===== src/sv/vrao_pkg.sv =====
// package for the vector rotation angle offset unit
// types, constants and table functions shared by the cells and the top level
// no dependencies
package vrao_pkg;

  localparam int CORDIC_STAGES = 28;
  localparam int SQRT_STEPS    = 32;
  localparam int XY_W          = 62;
  localparam int ACC_W         = 34;
  localparam int IDX_W         = 6;
  // input regs, lzc, shift, two squares, sum, sqrt chain, select, lzc, shift, cordic, output
  localparam int LATENCY       = 6 + SQRT_STEPS + 3 + CORDIC_STAGES + 1;

  localparam logic signed [ACC_W-1:0] HALF_PI_Q30 = 34'sd1686629713;

  localparam logic [1:0] MODE_CHI = 2'd1;
  localparam logic [1:0] MODE_PSI = 2'd2;

  // per-item data that rides along the pipeline
  typedef struct packed {
    logic               valid;
    logic               zero;
    logic               psi;
    logic               y_zero;
    logic               x_pos;
    logic               z_neg;
    logic signed [30:0] euler;
    logic [31:0]        z_mag;
    logic [31:0]        m1_xv;
    logic signed [32:0] m1_yv;
  } side_t;

  // position of the highest set bit
  function automatic logic [IDX_W-1:0] msb_pos(input logic [32:0] v);
    logic [IDX_W-1:0] pos;
    pos = '0;
    for (int i = 0; i < 33; i++) begin
      if (v[i]) pos = IDX_W'(i);
    end
    return pos;
  endfunction

  // floor(atan(2^-i) * 2^30)
  function automatic logic signed [ACC_W-1:0] atan_q30(input logic [IDX_W-1:0] i);
    logic signed [ACC_W-1:0] r;
    unique case (i)
      6'd0:  r = 34'sh03243F6A8;
      6'd1:  r = 34'sh01DAC6705;
      6'd2:  r = 34'sh00FADBAFC;
      6'd3:  r = 34'sh007F56EA6;
      6'd4:  r = 34'sh003FEAB76;
      6'd5:  r = 34'sh001FFD55B;
      6'd6:  r = 34'sh000FFFAAA;
      6'd7:  r = 34'sh0007FFF55;
      6'd8:  r = 34'sh0003FFFEA;
      6'd9:  r = 34'sh0001FFFFD;
      6'd10: r = 34'sh0000FFFFF;
      default: begin
        if (i <= 6'd30) r = ACC_W'((64'd1 << (6'd30 - i)) - 64'd1);
        else r = '0;
      end
    endcase
    return r;
  endfunction

endpackage


===== src/sv/vrao_sqrt_cell.sv =====
// one bit step of the restoring integer square root
// depends on vrao_pkg
module vrao_sqrt_cell (
  input  logic                 clk_i,
  input  logic                 rst_ni,
  input  logic [4:0]           bit_idx_i,
  input  logic [63:0]          rem_i,
  input  logic [63:0]          res_i,
  input  vrao_pkg::side_t      side_i,
  output logic [63:0]          rem_o,
  output logic [63:0]          res_o,
  output vrao_pkg::side_t      side_o
);

  logic [63:0]     bit_w;
  logic [64:0]     trial;
  logic            take;
  logic [63:0]     rem_d, rem_q, res_d, res_q;
  vrao_pkg::side_t side_q;

  always_comb begin
    bit_w = 64'd1 << {bit_idx_i, 1'b0};
    trial = {1'b0, res_i} + {1'b0, bit_w};
    take  = {1'b0, rem_i} >= trial;
    rem_d = take ? rem_i - trial[63:0] : rem_i;
    res_d = take ? (res_i >> 1) + bit_w : (res_i >> 1);
  end

  always_ff @(posedge clk_i or negedge rst_ni) begin
    if (!rst_ni) begin
      side_q <= '0;
    end else begin
      side_q <= side_i;
    end
  end

  always_ff @(posedge clk_i) begin
    rem_q <= rem_d;
    res_q <= res_d;
  end

  assign rem_o  = rem_q;
  assign res_o  = res_q;
  assign side_o = side_q;

endmodule


===== config.mk =====
export PLATFORM = sky130hd
export DESIGN_NAME = vrao_sqrt_cell
export DESIGN_NICKNAME = d
export VERILOG_FILES = /design/src/sv/vrao_pkg.sv /design/src/sv/vrao_sqrt_cell.sv
export SDC_FILE = /design/constraint.sdc
export NUM_CORES = 1
export LEC_CHECK = 0
export BUFFER_PORTS_ARGS = -buffer_cell sky130_fd_sc_hd__buf_2
export CAP_MARGIN = 20
export CORE_AREA = 2 2 209 211
export CTS_CLUSTER_SIZE = 16
export DETAILED_ROUTE_END_ITERATION = 6
export DIE_AREA = 0 0 211 213
export GPL_ROUTABILITY_DRIVEN = 0
export HOLD_SLACK_MARGIN = 0.06
export PLACE_DENSITY = 0.61
export SYNTH_ARGS = -nofsm -noshare
export SYNTH_HDL_FRONTEND = slang
export SYNTH_SLANG_ARGS = --single-unit
export TNS_END_PERCENT = 30

===== constraint.sdc =====
create_clock -name clk_i -period 0.8 [get_ports clk_i]
set_input_delay 0.04 -clock clk_i [delete_from_list [all_inputs] [get_ports clk_i]]
set_output_delay 0.04 -clock clk_i [all_outputs]
set_load 0.01 [all_outputs]

# [Word level (Yosys, flattened, before mapping)]
# Index checks and enable logic that the tools add are counted.
[word_totals] reg_bits=262 latch_bits=0 ramBits=0 mem_bits_ro=0 inputBits=269 output_inout_bits=262 word_cells=20 n_memories=0
[op_classes] addsub=3 multipliers=0 n_div=0 order_cmp=1 eq_ne=0 n_shift=1 mux=2 bitwise_logic=0 n_reduce_logical=0
[op_table] op="$add 64x64->65" n=1
[op_table] op="$ge 64x65->1" n=1
[op_table] op="$add 63x64->64" n=1
[op_table] op="$mux 64" n=1
[op_table] op="$shl 1x6->64 const A" n=1
[op_table] op="$sub 64x64->64" n=1
[op_table] op="$mux 63" n=1

# [Logic depth before layout (Yosys ltp)]
# Gate-level depths: netlist of the first run.
[depth] ltp_word=4 ltp_mapped=29 ltp_nobuf=27

# [Least setup slack after synthesis of the first run]
# No wires, ideal clock.
[synth_path] path_type="input port to flip-flop" startpoint="input bit_idx_i[2]" endpoint="register rem_q[22], in the netlist rem_o[22]" setup_ns=0.121 arrival_time_ns=5.110 required_ns=0.679 path_slack_ns=-4.431 cell_stages=25 n_path_buf=3 cell_sequence="or3b_2 > nor2_1 > ha_1 > nand4_1 > or2_0 > o21bai_2 > a211oi_1 > o41a_1 > o41ai_4 > nand2_1 > o21ai_0 > and3_1 > o21ai_0 > xor2_1 > ha_1 > clkbuf_1 > nand4_1 > nor4_1 > nand4_1 > o21ai_0 > a221oi_1 > a2bb2oi_2 > buf_6 > buf_6 > mux2_4"
[synth_via] elab_chain_len=4 elab_cells_between_ends=5 cone_classes="add/sub (2); order compare (1); shift (1); mux (1)"
[synth_rtl] element="start, declared" line_no="vrao_sqrt_cell.sv:6" rtl="input logic [4:0] bit_idx_i,"
[synth_rtl] element="$shl 1x6->64 (*)" line_no="vrao_sqrt_cell.sv:22" rtl="bit_w = 64'd1 << {bit_idx_i, 1'b0};"
[synth_rtl] element="$add 64x64->65 (*)" line_no="vrao_sqrt_cell.sv:23" rtl="trial = {1'b0, res_i} + {1'b0, bit_w};"
[synth_rtl] element="$sub 64x64->64 / $ge 64x65->1 (equally long branches)" line_no="vrao_sqrt_cell.sv:25, vrao_sqrt_cell.sv:24"
[synth_rtl] element="$mux 64 (*)" line_no="vrao_sqrt_cell.sv:25" rtl="rem_d = take ? rem_i - trial[63:0] : rem_i;"
[synth_rtl] element="via rem_d[22]" line_no="vrao_sqrt_cell.sv:18" rtl="logic [63:0] rem_d, rem_q, res_d, res_q;"
[synth_rtl] element="end signal, assigned" line_no="vrao_sqrt_cell.sv:38" rtl="rem_q <= rem_d;"
[synth_rtl] element="end, declared" line_no="vrao_sqrt_cell.sv:18"
# Mark *: on every way through the listed nets, which the timed path passes. The rest lies on a longest branch.
# A chain may end at the register's enable or synchronous reset.

# [Final worst setup path of the first run]
[layout_path] startpoint="input bit_idx_i[1]" endpoint="register res_q[11], in the netlist res_o[11]"
[layout_via] elab_chain_len=4 elab_cells_between_ends=5 cone_classes="add/sub (2); order compare (1); shift (1); mux (1)"
[layout_rtl] element="$shl 1x6->64 (*)" line_no="vrao_sqrt_cell.sv:22"
[layout_rtl] element="$add 64x64->65" line_no="vrao_sqrt_cell.sv:23"
[layout_rtl] element="$ge 64x65->1" line_no="vrao_sqrt_cell.sv:24" rtl="take = {1'b0, rem_i} >= trial;"
[layout_rtl] element="$mux 63 (*)" line_no="vrao_sqrt_cell.sv:26" rtl="res_d = take ? (res_i >> 1) + bit_w : (res_i >> 1);"
[layout_rtl] element="via res_d[11]" line_no="vrao_sqrt_cell.sv:18"
[layout_rtl] element="end signal, assigned" line_no="vrao_sqrt_cell.sv:39" rtl="res_q <= res_d;"
[layout_rtl] element="end, declared" line_no="vrao_sqrt_cell.sv:18"
# Marked as above.

==> flow_summary.ini, run 1 <==
[die]
core_region_area_sq_um = 42700
ios = 531
start_util_pct = 35.86
die-area_sq_um = 44940
rows = 76
die_width_um = 211
die_y_um = 213

[worst_setup_path]
critPathMaxFanout = 11
critPathLaunchType = input pin
critPathCaptureType = flop
crit_type = in -> reg
cp.required_ns = 1.31
worstPathArrival_ns = 5.54

[yosys]
ys.flop_type = dfrtp_1
syn_nets = 2008
synth_area_sq_um = 15310
yosysSeqAreaShare_pct = 38.63
synth-seq-cells = 262
synth_edf_count = 0
yosysWarnings = 0
synth.avg_cell_area_sq_um = 9.523
syn_inst = 1608
async_flop_share_pct = 51.15
synthDistinctLibCells = 73

[sta]
finalCriticalPeriod_ns = 5.029
post-route-worst-setup-slack_ns = -4.229
slew_violations = 0
hold_violations = 16
finalSetupViolations = 392
rsz0062_at_grt = yes
hold_slack_ns = -0.1174
fin_crit_sh_pct = 628.6
tightest_slew_ns = 0.6654
relSlewSlack_pct = 55.23
clock.fmax_ghz = 0.1989
finalSetupTns_ns = -611.39

[routing]
viasPerCell = 5.155
wl_um = 75450
wl_per_cell_um = 20.98
post-route-drc-count = 0
ant_nets = 0
dr.first_iter.drc_count = 1207
firstDrtPassIters = 5
vias = 18540

[clock_network]
cts_sinks = 262
cts_root_buffer = clkbuf_16
h-tree-depth = 1
ctsHoldBuffers = 268
cts_buffers = 31
cts_tree = built
cts.reportedPaths.clkPinSlew_ns = 0.07
clk_path_buf_depth = 3

[power_and_ir_drop]
leakage_nw = 13.68
fin_total_pwr_mw = 45.42
powerDensity_nw_per_um2 = 1618
ir_drop_mv = 1.720

[worst_hold_path]
hp-class = in -> async

[finish]
stdcell_area_sq_um = 28070
layout_common_cells = 581 x buf_4, 525 x buf_2, 268 x dlygate4sd3_1
area_growth_pct = 83.31
final_common_cell = buf_4
drive_above_1_share_pct = 46.44
final_cell_count_no_fill = 3596
fin_util_pct = 65.74
fin_nets = 3411

[status]
status = finished, violations left
violations = negative hold slack, negative setup slack

[placement]
dpl_cell_area_sq_um = 23010
dp_cells = 3210
hpwl_um = 55920
port_buffers = 530
post-place-ws_ns = -5.041

[run]
maxCapViolCount = 0

[global_routing]
grt_first_pass_wirelength_um = 108600
antenna_found_initial = 16
grt_usage_pct = 31.53
grt_max_degree = 33
grt.overflow.total = 0
first_global_vias = 19100
critical path: stages:
cell and delay, ns:
buf_6 0.10, or3_4 0.42, nor2_4 0.15, ha_4 0.21, buf_6 0.11, a21o_1 0.18
a31oi_4 0.19, buf_4 0.14, buf_4 0.11, nor2_1 0.04, o21ai_0 0.19, xor2_1 0.29
ha_1 0.25, and4_1 0.36, o21ai_0 0.11, o21ba_2 0.34, o211ai_1 0.22, a211oi_4 0.38
buf_4 0.18, o21ai_4 0.07, a21oi_2 0.14, o211ai_1 0.17, a2bb2oi_4 0.31, buf_12 0.22
clkbuf_16 0.20, buf_6 0.12, nand2_1 0.06, xnor2_1 0.19
routing by layer:
metal	wire, um	global-route usage [%]	vias up
met2	35280	53.54	766
li1	-	-	8654
met1	29870	36.92	8871
met3	5180	6.280	240
met5	52	0	-
met4	5065	18.84	8
where the power goes:
part           switching, mW  internal, mW
registers              0.549          14.5
clock network           6.25          8.03
logic                   7.70          8.36
synthesized netlist by cell type, types with 13 or more instances:
cell      count  area share [%]
nand3_1      15            0.49
o21ai_0      88             2.9
and3_1       20            0.82
clkbuf_1     27            0.66
and2_1       18            0.74
xor2_1       74             4.2
dfrtp_1     134              22
nand2b_1     25             1.0
a21o_1       37             1.8
mux2_4       37             3.6
nand2_1     118             2.9
nand4_1      28             1.1
a21oi_1     136             4.4
nor2_1      137             3.4
dfxtp_1     128              17
ha_1        130              11
a31oi_1      56             2.3
nor2b_1      21            0.86
inv_1        35            0.86
mux2_2       20             1.5
nor3_1       18            0.59
xnor2_1     101             5.8
a31o_2       13            0.74
o21bai_1     27             1.3
worst paths after layout:
path,endpoint,cells after the start,start
max in group asynchronous,side_o[78],3,rst_ni
worst min-delay path,side_o[53],2,rst_ni
worst max-delay path,res_o[11],28,bit_idx_i[1]
min in group clk_i,rem_o[1],3,rem_i[1]
final cells by class:
| type | instances | area, sq um |
|---|---|---|
| inverters | 35 | 131.4 |
| well taps | 546 | 683.2 |
| multi-input cells | 1265 | 9927 |
| clock inverters | 16 | 136.4 |
| repair buffers | 1416 | 10360 |
| fillers | 3352 | 14630 |
| flip-flops and latches | 262 | 5917 |
| diodes | 14 | 35.03 |
| clock buffers | 42 | 877.1 |
flip-flops by register name, summed over array words and instances (netlist names):
name	flops
res_o	64
side_o	134
rem_o	64
kinds of logic after synthesis:
group                      count (synthesis)  synth area share [%]
adders and majority gates                131                 10.75
xor gates and xnor gates                 175                 10.01
buffers and inverters                     81                 2.492
DFF                                      262                 38.63
muxes                                     62                 5.426
AOI/OAI and AO/OA                        462                 19.05
and+or+nand+nor                          435                 13.64
what timing repair did:
| item | CTS | global route |
|---|---|---|
| endpoints found under the setup margin | 390 | 391 |
| endpoints found under the hold margin | 396 | 16 |
| pin swaps | 36 | 40 |
| gates resized for setup | 102 | 110 |
| cloned | 2 | 5 |
| setup buffers | 30 | 11 |
Power figures use the tool's default switching activity.
==> run 2, diff against run 1 <==
- HOLD_SLACK_MARGIN: 0.06 -> 0.15
==> flow_summary.ini, run 2 (synthesis results as in run 1) <==
[routing]
wl_per_cell_um = 21.18
post-route-drc-count = 0
vias = 19170
dr.first_iter.drc_count = 1170
wl_um = 78710
ant_nets = 0
firstDrtPassIters = 5
viasPerCell = 5.160

[finish]
largest_register_ffs = 134
fin_nets = 3534
fin_util_pct = 69.14
area_growth_pct = 92.79
final_common_cell = buf_4
drive_above_1_share_pct = 45.17
layout_common_cells = 579 x buf_4, 504 x buf_2, 391 x dlygate4sd3_1

[power_and_ir_drop]
ir_drop_mv = 1.729
leakage_nw = 14.27
powerDensity_nw_per_um2 = 1566

[worst_setup_path]
cp_top_family = compound AO/OA/AOI/OAI gates
path_depth = 28
critPathLaunchType = input pin
critPathCaptureType = flop
critPathMostFrequentCell = buf_4
cp.required_ns = 1.31
critPathMaxFanout = 8
path_buf_inv = 8
slowest_delay_ns = 0.42
slowest_stage = or3_4
crit_type = in -> reg
worstPathArrival_ns = 5.53

[die]
ios = 531
start_util_pct = 35.86
die_y_um = 213
die_width_um = 211
die-area_sq_um = 44940
rows = 76
core_region_area_sq_um = 42700

[clock_network]
cts_buffers = 31
ctsHoldBuffers = 391
cts_sinks = 262
cts_tree = built
h-tree-depth = 1
clk_path_buf_depth = 3
cts.reportedPaths.clkPinSlew_ns = 0.06
cts_root_buffer = clkbuf_16

[global_routing]
antenna_found_initial = 16
grt_usage_pct = 32.61
grt_max_degree = 33
grt_busiest_layer = met2
met1_usage_pct = 37.82
use_met2_pct = 55.32
met3_usage_pct = 6.560
first_global_vias = 19790
grt.overflow.total = 0
grt_first_pass_wirelength_um = 112600

[sta]
hold_slack_ns = -0.1038
finalCriticalPeriod_ns = 5.024
rsz0062_at_grt = yes
fin_crit_sh_pct = 628.0
post-route-worst-setup-slack_ns = -4.224
tightest_slew_ns = 0.6969
relSlewSlack_pct = 53.11
slew_violations = 0
finalSetupViolations = 470
hold_violations = 16
clock.fmax_ghz = 0.1990

[placement]
hpwl_um = 55920
post-place-ws_ns = -5.041
port_buffers = 530

[worst_hold_path]
hp-class = in -> async

[status]
status = finished, violations left
violations = negative hold slack, negative setup slack

[run]
maxCapViolCount = 0
run 2: final timing paths:
check	start	slack, ns	endpoint
worst max-delay path	bit_idx_i[1]	-4.22	res_o[11]
worst min-delay path	rst_ni	-0.10	side_o[53]
max in group asynchronous	rst_ni	0.44	side_o[78]
min in group clk_i	rem_i[1]	-0.07	rem_o[1]
run 2: area by class of cell:
type / count / area, sq um
diodes: 11 / 27.53
multi-input cells: 1265 / 9986
repair buffers: 1539 / 11740
fillers: 3202 / 13180
well taps: 546 / 683.2
clock inverters: 16 / 136.4
flip-flops and latches: 262 / 5934
inverters: 35 / 131.4
clock buffers: 42 / 877.1
run 2: stage by stage:
stage / instance area [sq um] / TNS [ns] / instances / total power, mW
floorplan: 15560 / -500.47 / 1608 / 21.43
global placement: 23010 / -622.76 / 3210 / 28.29
detailed placement: 23010 / -630.67 / 3210 / 28.47
CTS: 28610 / -605.52 / 3691 / 45.05
global route: 29510 / -633.95 / 3713 / 48.05
finish: 29520 / -611.93 / 3716 / 46.24
run 2: metal layers:
layer,vias up,part of all wire (%)
met5,-,0.095
met1,9123,39
met4,12,6.8
li1,8900,-
met3,253,7.6
met2,886,47
run 2: repair_timing:
item                       in CTS  in global routing
buffers inserted               30                 11
hold endpoints to repair      396                 16
resized for setup             102                169
setup endpoints to repair     390                467
cloned                          2                  6
pin swaps                      36                 47
run 2: power breakdown:
part           internal (mW)  switching (mW)  total [mW]
combinational           8.90            7.90        16.8
sequential              14.5           0.584        15.1
clock                   8.03            6.27        14.3
